**src/rtl/core/lrbc_pkg.sv**
```systemverilog
// Shared types, codes and constants for the link reconnect backoff controller.
package lrbc_pkg;

    localparam int DELAY_WIDTH = 16;
    localparam int COUNT_WIDTH = 16;
    localparam int ADDR_WIDTH  = 48;
    localparam int CFG_WIDTH   = 48;
    localparam int IDX_WIDTH   = 3;

    localparam logic [DELAY_WIDTH-1:0] RST_INITIAL_DELAY = DELAY_WIDTH'(5000);
    localparam logic [DELAY_WIDTH-1:0] RST_MAX_DELAY     = DELAY_WIDTH'(60000);
    localparam logic [DELAY_WIDTH-1:0] RST_ATTEMPT_TMO   = DELAY_WIDTH'(20000);

    typedef logic [DELAY_WIDTH-1:0] t_delay;
    typedef logic [COUNT_WIDTH-1:0] t_count;
    typedef logic [ADDR_WIDTH-1:0]  t_addr;

    typedef enum logic [1:0] {
        KIND_TICK    = 2'd0,
        KIND_PROFILE = 2'd1,
        KIND_LINK    = 2'd2
    } t_kind;

    typedef enum logic [2:0] {
        LS_DISCONNECTED  = 3'd0,
        LS_CONNECTING    = 3'd1,
        LS_CONNECTED     = 3'd2,
        LS_SERVICE_UP    = 3'd3,
        LS_DISCONNECTING = 3'd4
    } t_link_state;

    typedef enum logic [1:0] {
        ACT_NONE       = 2'd0,
        ACT_CONNECT    = 2'd1,
        ACT_DISCONNECT = 2'd2,
        ACT_DROP       = 2'd3
    } t_action;

    typedef enum logic [IDX_WIDTH-1:0] {
        CFG_INITIAL_DELAY = 3'd0,
        CFG_MAX_DELAY     = 3'd1,
        CFG_ATTEMPT_TMO   = 3'd2,
        CFG_PEER_VALID    = 3'd3,
        CFG_PEER_ADDR     = 3'd4
    } t_cfg_idx;

    typedef struct packed {
        logic [1:0] kind;
        logic [2:0] link_state;
        t_addr      remote_address;
        logic       peer_bonded;
        logic       connect_accepted;
    } t_item;

    typedef struct packed {
        t_delay initial_delay;
        t_delay max_delay;
        t_delay attempt_tmo;
    } t_cfg;

    typedef struct packed {
        logic   profile_seen;
        logic   peer_known;
        logic   link_connected;
        logic   in_flight;
        logic   cancel_pending;
        logic   armed;
        t_delay remaining;
        t_delay backoff;
        t_count attempts;
        t_addr  peer_addr;
    } t_state;

    typedef struct packed {
        t_action action;
        t_addr   target_address;
        t_delay  next_delay;
        t_count  attempt_total;
        logic    link_up;
    } t_result;

endpackage

```
**src/rtl/core/link_reconnect_backoff_controller_unit.sv**
```systemverilog
// Link reconnect backoff controller: input register, step logic, state and result register.
// An accepted beat passes the input register, then the result register, to the output.
// Throughput: one item per cycle while i_stall does not hold a valid output beat.
// Reset (synchronous, active low) restores delay defaults 5000/60000/20000 ms, clears the
// saved peer, flags, countdown and attempt count, and empties both pipeline registers.
module link_reconnect_backoff_controller_unit (
    input  logic                             i_clk,
    input  logic                             i_rst_n,
    input  logic                             i_cfg_we,
    input  logic [lrbc_pkg::IDX_WIDTH-1:0]   i_cfg_idx,
    input  logic [lrbc_pkg::CFG_WIDTH-1:0]   i_cfg_data,
    input  logic                             i_valid,
    output logic                             o_stall,
    input  logic [1:0]                       i_kind,
    input  logic [2:0]                       i_link_state,
    input  logic [lrbc_pkg::ADDR_WIDTH-1:0]  i_remote_address,
    input  logic                             i_peer_bonded,
    input  logic                             i_connect_accepted,
    output logic                             o_valid,
    input  logic                             i_stall,
    output logic [1:0]                       o_action,
    output logic [lrbc_pkg::ADDR_WIDTH-1:0]  o_target_address,
    output logic [lrbc_pkg::DELAY_WIDTH-1:0] o_next_delay_ms,
    output logic [lrbc_pkg::COUNT_WIDTH-1:0] o_attempt_total,
    output logic                             o_link_up
);
    import lrbc_pkg::*;

    t_item   in_item;
    t_item   stage_item;
    logic    stage_valid;
    logic    advance;
    t_cfg    cfg;
    t_state  cur_state;
    t_state  next_state;
    t_result step_res;
    logic    r_out_valid;
    t_result r_out;

    assign in_item.kind             = i_kind;
    assign in_item.link_state       = i_link_state;
    assign in_item.remote_address   = i_remote_address;
    assign in_item.peer_bonded      = i_peer_bonded;
    assign in_item.connect_accepted = i_connect_accepted;

    assign advance = stage_valid && (!r_out_valid || !i_stall);

    lrbc_in_stage u_in_stage (
        .i_clk        (i_clk),
        .i_rst_n      (i_rst_n),
        .i_valid      (i_valid),
        .i_item       (in_item),
        .i_advance    (advance),
        .o_stall      (o_stall),
        .o_item_valid (stage_valid),
        .o_item       (stage_item)
    );

    lrbc_step u_step (
        .i_item   (stage_item),
        .i_cfg    (cfg),
        .i_state  (cur_state),
        .o_state  (next_state),
        .o_result (step_res)
    );

    lrbc_regs u_regs (
        .i_clk      (i_clk),
        .i_rst_n    (i_rst_n),
        .i_cfg_we   (i_cfg_we),
        .i_cfg_idx  (i_cfg_idx),
        .i_cfg_data (i_cfg_data),
        .i_load     (advance),
        .i_state    (next_state),
        .o_cfg      (cfg),
        .o_state    (cur_state)
    );

    always_ff @(posedge i_clk) begin
        if (!i_rst_n) begin
            r_out_valid <= 1'b0;
        end else if (advance) begin
            r_out_valid <= 1'b1;
        end else if (!i_stall) begin
            r_out_valid <= 1'b0;
        end
    end

    always_ff @(posedge i_clk) begin
        if (advance) begin
            r_out <= step_res;
        end
    end

    assign o_valid          = r_out_valid;
    assign o_action         = r_out.action;
    assign o_target_address = r_out.target_address;
    assign o_next_delay_ms  = r_out.next_delay;
    assign o_attempt_total  = r_out.attempt_total;
    assign o_link_up        = r_out.link_up;

    a_none_no_target: assert property (@(posedge i_clk) disable iff (!i_rst_n)
        o_valid && o_action == ACT_NONE |-> o_target_address == '0)
        else $error("target address set without an action");

    a_link_up_quiet: assert property (@(posedge i_clk) disable iff (!i_rst_n)
        o_valid && o_link_up |-> o_action == ACT_NONE)
        else $error("action issued while the link is up");

    a_connect_counted: assert property (@(posedge i_clk) disable iff (!i_rst_n)
        o_valid && o_action == ACT_CONNECT |-> o_attempt_total != '0)
        else $error("connect issued with zero attempt count");

    a_attempts_monotonic: assert property (@(posedge i_clk) disable iff (!i_rst_n)
        $past(i_rst_n) |-> cur_state.attempts >= $past(cur_state.attempts))
        else $error("attempt count decreased");

endmodule

```
**src/rtl/core/lrbc_in_stage.sv**
```systemverilog
// Input register that captures one item beat and holds it until the step fires.
module lrbc_in_stage (
    input  logic          i_clk,
    input  logic          i_rst_n,
    input  logic          i_valid,
    input  lrbc_pkg::t_item i_item,
    input  logic          i_advance,
    output logic          o_stall,
    output logic          o_item_valid,
    output lrbc_pkg::t_item o_item
);
    import lrbc_pkg::*;

    logic  r_valid;
    t_item r_item;
    logic  take;

    assign o_stall      = r_valid && !i_advance;
    assign take         = i_valid && !o_stall;
    assign o_item_valid = r_valid;
    assign o_item       = r_item;

    always_ff @(posedge i_clk) begin
        if (!i_rst_n) begin
            r_valid <= 1'b0;
        end else if (take) begin
            r_valid <= 1'b1;
        end else if (i_advance) begin
            r_valid <= 1'b0;
        end
    end

    always_ff @(posedge i_clk) begin
        if (take) begin
            r_item <= i_item;
        end
    end

endmodule

```
**src/rtl/core/lrbc_step.sv**
```systemverilog
// Next-state and result logic for one item, including the deadline due check.
module lrbc_step (
    input  lrbc_pkg::t_item   i_item,
    input  lrbc_pkg::t_cfg    i_cfg,
    input  lrbc_pkg::t_state  i_state,
    output lrbc_pkg::t_state  o_state,
    output lrbc_pkg::t_result o_result
);
    import lrbc_pkg::*;

    function automatic t_state plan_retry(t_state s, t_delay max_delay);
        logic [DELAY_WIDTH:0] twice;
        t_state               r;
        r           = s;
        twice       = {s.backoff, 1'b0};
        r.remaining = s.backoff;
        r.armed     = 1'b1;
        if (s.backoff < max_delay) begin
            r.backoff = (twice > {1'b0, max_delay}) ? max_delay : twice[DELAY_WIDTH-1:0];
        end
        return r;
    endfunction

    t_state  n;
    t_action act;
    logic    due;

    always_comb begin
        n   = i_state;
        act = ACT_NONE;
        due = 1'b0;
        unique case (i_item.kind)
            KIND_TICK: begin
                if (n.armed && n.remaining != '0) begin
                    n.remaining = n.remaining - t_delay'(1);
                end
            end
            KIND_PROFILE: begin
                n.profile_seen = 1'b1;
                if (n.peer_known && !n.link_connected && !n.in_flight) begin
                    n.remaining = i_cfg.initial_delay;
                    n.armed     = 1'b1;
                end
            end
            KIND_LINK: begin
                unique case (i_item.link_state)
                    LS_CONNECTING, LS_CONNECTED: begin
                        n.in_flight = 1'b1;
                        n.remaining = i_cfg.attempt_tmo;
                        n.armed     = 1'b1;
                    end
                    LS_SERVICE_UP: begin
                        n.peer_addr      = i_item.remote_address;
                        n.peer_known     = 1'b1;
                        n.link_connected = 1'b1;
                        n.in_flight      = 1'b0;
                        n.cancel_pending = 1'b0;
                        n.armed          = 1'b0;
                        n.remaining      = '0;
                        n.backoff        = i_cfg.initial_delay;
                    end
                    LS_DISCONNECTED: begin
                        n.link_connected = 1'b0;
                        n.in_flight      = 1'b0;
                        if (n.cancel_pending) begin
                            n.cancel_pending = 1'b0;
                        end else if (n.profile_seen && n.peer_known) begin
                            n = plan_retry(n, i_cfg.max_delay);
                        end
                    end
                    default: begin
                    end
                endcase
            end
            default: begin
            end
        endcase

        due = n.profile_seen && n.peer_known && !n.link_connected
              && n.armed && (n.remaining == '0);
        if (due) begin
            priority if (n.in_flight) begin
                n.cancel_pending = 1'b1;
                n.in_flight      = 1'b0;
                act              = ACT_DISCONNECT;
                n                = plan_retry(n, i_cfg.max_delay);
            end else if (!i_item.peer_bonded) begin
                n.peer_known = 1'b0;
                n.armed      = 1'b0;
                act          = ACT_DROP;
            end else begin
                if (n.attempts != '1) begin
                    n.attempts = n.attempts + t_count'(1);
                end
                act = ACT_CONNECT;
                if (i_item.connect_accepted) begin
                    n.in_flight = 1'b1;
                    n.remaining = i_cfg.attempt_tmo;
                    n.armed     = 1'b1;
                end else begin
                    n = plan_retry(n, i_cfg.max_delay);
                end
            end
        end
    end

    assign o_state                  = n;
    assign o_result.action          = act;
    assign o_result.target_address  = (act != ACT_NONE) ? n.peer_addr : '0;
    assign o_result.next_delay      = n.backoff;
    assign o_result.attempt_total   = n.attempts;
    assign o_result.link_up         = n.link_connected;

endmodule

```
**src/rtl/core/lrbc_regs.sv**
```systemverilog
// Configuration registers and controller state registers.
module lrbc_regs (
    input  logic                         i_clk,
    input  logic                         i_rst_n,
    input  logic                         i_cfg_we,
    input  logic [lrbc_pkg::IDX_WIDTH-1:0] i_cfg_idx,
    input  logic [lrbc_pkg::CFG_WIDTH-1:0] i_cfg_data,
    input  logic                         i_load,
    input  lrbc_pkg::t_state             i_state,
    output lrbc_pkg::t_cfg               o_cfg,
    output lrbc_pkg::t_state             o_state
);
    import lrbc_pkg::*;

    t_cfg   r_cfg;
    t_state r_state;

    always_ff @(posedge i_clk) begin
        if (!i_rst_n) begin
            r_cfg.initial_delay <= RST_INITIAL_DELAY;
            r_cfg.max_delay     <= RST_MAX_DELAY;
            r_cfg.attempt_tmo   <= RST_ATTEMPT_TMO;
        end else if (i_cfg_we) begin
            unique case (i_cfg_idx)
                CFG_INITIAL_DELAY: r_cfg.initial_delay <= i_cfg_data[DELAY_WIDTH-1:0];
                CFG_MAX_DELAY:     r_cfg.max_delay     <= i_cfg_data[DELAY_WIDTH-1:0];
                CFG_ATTEMPT_TMO:   r_cfg.attempt_tmo   <= i_cfg_data[DELAY_WIDTH-1:0];
                default: begin
                end
            endcase
        end
    end

    always_ff @(posedge i_clk) begin
        if (!i_rst_n) begin
            r_state.profile_seen   <= 1'b0;
            r_state.peer_known     <= 1'b0;
            r_state.link_connected <= 1'b0;
            r_state.in_flight      <= 1'b0;
            r_state.cancel_pending <= 1'b0;
            r_state.armed          <= 1'b0;
            r_state.remaining      <= '0;
            r_state.backoff        <= RST_INITIAL_DELAY;
            r_state.attempts       <= '0;
            r_state.peer_addr      <= '0;
        end else if (i_load) begin
            r_state <= i_state;
        end else if (i_cfg_we) begin
            unique case (i_cfg_idx)
                CFG_INITIAL_DELAY: r_state.backoff    <= i_cfg_data[DELAY_WIDTH-1:0];
                CFG_PEER_VALID:    r_state.peer_known <= i_cfg_data[0];
                CFG_PEER_ADDR:     r_state.peer_addr  <= i_cfg_data[ADDR_WIDTH-1:0];
                default: begin
                end
            endcase
        end
    end

    assign o_cfg   = r_cfg;
    assign o_state = r_state;

endmodule
```
**config.mk**
```make
export PLATFORM = sky130hd
export DESIGN_NAME = link_reconnect_backoff_controller_unit
export DESIGN_NICKNAME = d
export VERILOG_FILES = /design/src/rtl/core/lrbc_pkg.sv /design/src/rtl/core/link_reconnect_backoff_controller_unit.sv /design/src/rtl/core/lrbc_in_stage.sv /design/src/rtl/core/lrbc_step.sv /design/src/rtl/core/lrbc_regs.sv
export SDC_FILE = /design/constraint.sdc
export NUM_CORES = 1
export LEC_CHECK = 0
export BUFFER_PORTS_ARGS = -buffer_cell sky130_fd_sc_hd__buf_2
export CELL_PAD_IN_SITES_DETAIL_PLACEMENT = 0
export CELL_PAD_IN_SITES_GLOBAL_PLACEMENT = 1
export CORE_MARGIN = 8
export CORE_UTILIZATION = 35
export CTS_CLUSTER_DIAMETER = 80
export DETAILED_ROUTE_END_ITERATION = 7
export PLACE_DENSITY = 0.77
export SYNTH_ARGS = -nofsm -noshare
export SYNTH_HDL_FRONTEND = slang
export SYNTH_SLANG_ARGS = --single-unit
```
**constraint.sdc**
```tcl
create_clock -name i_clk -period 14.2 [get_ports i_clk]
set_clock_uncertainty 0.1 [all_clocks]
set_input_delay 2.13 -clock i_clk [delete_from_list [all_inputs] [get_ports i_clk]]
set_output_delay 2.13 -clock i_clk [all_outputs]
set_load 0.02 [all_outputs]
```
* Yosys cells after proc, flatten, opt, wreduce, memory -nomap -nowiden
Cells that the tools add are included.
** Word-level totals
- Register bits after elaboration :: 290
- Output and inout bits :: 85
- Logic and storage cells :: 127
** Cells by class
- Add/sub/neg operators :: 2
- $lt $le $gt $ge :: 4
- Equality and inequality tests :: 11
- Multiplexer cells :: 48
- Reductions and logical operators :: 37
** Operators with widths (number)
- 2-to-1 mux 101 bit :: 2
- 2-to-1 mux 97 bit :: 2
- 2-to-1 mux 16 bit :: 11
- 2-to-1 mux 80 bit :: 2
- 2-to-1 mux 48 bit :: 3
- 2-to-1 mux 96 bit :: 1
- one-hot mux 48 bit (2 select lines) :: 1
- one-hot mux 17 bit (3 select lines) :: 1
- one-hot mux 16 bit (3 select lines) :: 1
- > comparator 17 x 16 -> 1 bit :: 2
- < comparator 16 bit :: 2
- one-hot mux 16 bit (2 select lines) :: 1
- 2-to-1 mux 17 bit :: 1
- adder 16 x 1 -> 16 bit, second input constant :: 1
- logical NOT 16 bit :: 1
- inequality test 16 bit, second input constant :: 1
- nonzero test 16 bit :: 1
- subtractor 16 x 1 -> 16 bit, second input constant :: 1
- == test 3 x 2 -> 1 bit, second input constant :: 4
- 2-to-1 mux 1 bit :: 12
- AND reduction 2 bit :: 6
- nonzero test 2 bit :: 6
- logical AND 1 bit :: 11
- 2-to-1 mux 2 bit :: 4
- other kinds (14) :: 24

* Logic depth before layout (Yosys ltp)
- Depth in word-level cells :: 15
- Mapped depth :: 24
- Depth with buffers taken out :: 19

* Modules after synthesis
From an unflattened synthesis, not the netlist that was laid out.
** Second synthesis, totals
- Cells, all modules :: 1757
- Area, all modules :: 16002.8 µm²
** By module, submodules not included
- lrbc_regs :: instances 1, cells an instance 685, area each 5919.4 µm²
- lrbc_step :: instances 1, cells an instance 926, area each 5853.1 µm²
- link_reconnect_backoff_controller_unit :: instances 1, cells an instance 87, area each 2531.2 µm²
- lrbc_in_stage :: instances 1, cells an instance 59, area each 1699.1 µm²

* Least setup slack after synthesis
Ideal clock, no wire load.
- Path kind :: input port to flip-flop
- Start point :: in i_stall
- End point :: reg r_out (netlist bit o_action[0]) (enable)
- Library setup time :: 478 ps
- Data arrival time :: 5199 ps
- Data required time :: 13622 ps
- Setup slack :: 8424 ps
- Stages on the path :: 5
- Buffers on the path :: 2
- Cell sequence :: nand2_1 nand2_1 inv_2 buf_1 clkbuf_1
** Between the ends
- Longest elaborated chain between the ends :: 3
** Ends and longest elaborated chain
- start: declaration :: line link_reconnect_backoff_controller_unit.sv:20 : input logic i_stall,
- logical NOT 1 bit
- logical OR 1 bit :: line link_reconnect_backoff_controller_unit.sv:46 : assign advance = stage_valid && (!r_out_valid || !i_stall);
- logical AND 1 bit :: line link_reconnect_backoff_controller_unit.sv:46
- via advance :: line link_reconnect_backoff_controller_unit.sv:32 : logic advance;
- end signal: assignment :: line link_reconnect_backoff_controller_unit.sv:91 : r_out <= step_res;
- end: declaration :: line link_reconnect_backoff_controller_unit.sv:38 : t_result r_out;
The timed path passes the listed nets, and every way through them passes these cells.
A chain may end at the register's enable or synchronous reset.

==> impl_results.md <==
* Tmin final at 6690 ps
* Hold path depth at 2
* # resized after CTS at 0
* Detailed placement HPWL at 37.4 mm
* CP startpoint kind: flip-flop
* Maximum number of pins on one net before global-route repair at 73
* Most frequent cells in the layout: 355 x nand2_1, 194 x buf_2, 152 x dfxtp_1
* Worst Hold Slack at 367 ps
* Avg Vias per Cell at 5.74
* Die X at 223 µm
* Initial Util at between 30% and 40%
* Cts bufs inserted at 31
* Total GRT Usage at roughly 20%
* Number of global-route vias before repair at 13,080
* Synth Area in Simple Gates at between 20% and 30%
* Max VDD drop at 0.104 mV
* Non-Filler Instances at 2,359
* Worst Path Max Fanout at 19
* Remaining antenna violation count after routing at 0
* Via count at 13,532
* Pre-CTS setup slack at 7590 ps
* Ys async rst share at 0%
* First-pass GRT wire length at 80.1 mm
* Post-synthesis xor/xnor area fraction at 1.17%
* Syn Std Cell Area at 15,000 µm²
* Number of synthesized flops with an enable pin at between 100 and 150
* WS Path Type: reg2reg
* Core Region at around 42,000 µm²
* Leak at 6.72 nW
* Nets at 1,970
* Crit share post-route at 47.1%
* Worst r2r src: u_in_stage.o_item[53]
* Sequential area share after synthesis at between 40% and 50%
* Worst setup margin at between 7000 and 8000 ps
* Syn_nets at ~1,800
* FILL cells at 4,116
* Synth Area in Adders at ~5.5%
* Residual DRC count at 0
* Clk Latency, worst-skew pair at 580 ps
* Layout cells sized above 1 at between 10% and 20%
* Crit. End Element: flip-flop
* Std-Cell Rows at 75
* Worst-Margin Slew at 1160 ps
* RSZ-0062 raised after global routing: no
* Reg2reg end: u_regs.o_state[77]
* HP Start: u_regs.o_state[32]
* Max Fclk at around 0.15 GHz
* Cell depth of the worst flop-to-flop path at 18
* WHS Endpoint: u_regs.o_state[32]
* Hold Path Class: reg2reg
* Final hold vios at 0
* Drt pass-1 iters at 7
* Post-CTS Repair Setup Buffers at 0
* Root buf cell: clkbuf_16
* Setup-failing EPs final at 0
* Synth Area in Compound Gates at 18.9%
* Max_cap viols at 0
* # IOs at ~200
* Area Overhead vs Synth at 16.5%
* WL final at 53.2 mm
* CTS clk-pin slew, worst paths at 60 ps
* H-Tree Depth at 1
* Inst Count DP at 2,299
* Number of DRC markers in iteration 0 at ~1,200
* Largest family of logic cells by synthesized area: simple AND/OR/NAND/NOR gates
* # hold bufs at CTS at 0
* DR WL/cell at 22.6 µm
* Die H at 223 µm
* Final GP Congestion at 0.941
* Register bit total from synthesis at 290
* Arrival @ worst endpoint at 7060 ps
* Worst reg2reg setup slack at 7510 ps
* Commonest non-fill, non-tap cell in the layout: nand2_1
* IO buf count at 195
* GRT Residual Overflow at 0
* Power Density at 113 nW/µm²
* Longest Clk Path Bufs at 3
* Antenna violations before repair at 4
* Synth Warn # at 0
* Slew Limit Fails at 0
* Mux cell area share after synthesis at 2.89%
* Synth unique cells at slightly below 80
* Status: completed
* Mean post-synth cell area at 9.10 µm²
* Slew Limit Headroom at 22.7%
* Worst path required time at 14,570 ps
* CTS tree: built
* CTS Sinks at 290
* Syn Inst Count at 1,645
* Die area at between 40,000 and 50,000 µm²
* Synth Flop Type: dfxtp_1
* Setup tns final at 0 ps
power by group:
group	leakage, nW	total [mW]	switching (mW)	internal, mW
combinational	3.69	0.225	0.146	0.0795
sequential	2.53	0.946	0.0341	0.912
clock	0.496	0.808	0.345	0.463
cells in the mapped netlist (10+ instances only):
master      n  area (µm²)
nor2b_1    12        75.1
edfxtp_1  138        4140
nand2_1   357        1340
mux2i_1    14         140
a21o_1     15         113
and3_1     12        75.1
ha_1       66         826
dfxtp_1   152        3040
a21boi_0   38         285
xnor2_1    13         114
o211a_1    13         130
a211oi_1   12        90.1
clkbuf_1   88         330
nor3_1     18        90.1
inv_1      28         105
o21ai_0    66         330
mux2_2     23         259
nand4_1    21         131
nor2_1    151         567
nand2b_1   12        75.1
nor4_1     13        81.3
o221ai_1   51         447
a21oi_1   121         606
nand3_1    38         190
a221oi_1   10        87.6
sequential cells by signal, summed over array words and instances, names as in the netlist:
register,flops
o_link_up,1
u_regs.o_state,102
o_target_address,48
u_in_stage.o_item,55
u_in_stage.o_item_valid,1
o_attempt_total,16
o_action,2
o_next_delay_ms,16
u_regs.o_cfg,48
o_valid,1
critical path, cell delays in order, from the launching register on:
cell and delay, ps:
edfxtp_1 420, inv_1 100, ha_1 370, nor2b_1 570
nand2_1 120, a2111oi_0 370, o41a_1 650, and2_1 600
nand2_1 110, nand2_1 190, ha_1 300, a2111oi_0 410
o21ai_0 170, o221ai_1 220, a31oi_1 110, nor2_2 820
mux2_2 420, mux2_1 310, o211a_1 210
kinds of logic after synthesis:
kind of cell / count (synthesis)
AND/OR/NAND/NOR: 685
AO/OA/AOI/OAI: 414
flip-flops: 290
buffers and inverters: 130
adder cells (fa/ha/maj): 66
multiplexers: 40
XOR/XNOR: 20
metal layers:
layer / share of wire (%) / global-route usage (%) / up-vias
met1: 43 / 27.1 / 6548
li1: - / - / 6273
met3: 8.4 / 4.49 / 109
met2: 46 / 32.3 / 600
met5: 0.023 / 0 / -
met4: 3.3 / 6.67 / 2
how the worst max path moves through the flow:
stage                               start            endpoint  slack (ps)
floorplan                         i_stall         o_action[0]        8420
global placement    u_in_stage.o_item[53]  u_regs.o_state[77]        7720
detailed placement  u_in_stage.o_item[53]  u_regs.o_state[78]        7590
CTS                 u_in_stage.o_item[53]  u_regs.o_state[78]        7570
global route        u_in_stage.o_item[53]  u_regs.o_state[77]        7070
finish              u_in_stage.o_item[53]  u_regs.o_state[77]        7510
through the flow:
stage               power (mW)  cell area (µm²)  utilization, %
floorplan                 1.09            15000               -
global placement          1.18            16400            39.0
detailed placement        1.19            16400            39.0
CTS                       1.99            17400            41.4
global route              2.04            17400            41.4
finish                    1.98            17400            41.4
final cells by class:
class	instances	area, µm²	share of cell area (%)
diodes	3	7.51	0.0430
clock buffers	45	910	5.21
clock inverters	12	100	0.574
inverters	30	115	0.660
multi-input cells	1225	7330	42.0
flip-flops and latches	290	7190	41.2
well taps	539	674	3.87
repair buffers	215	1130	6.47
No activity file was read; power rests on OpenSTA's default activity.
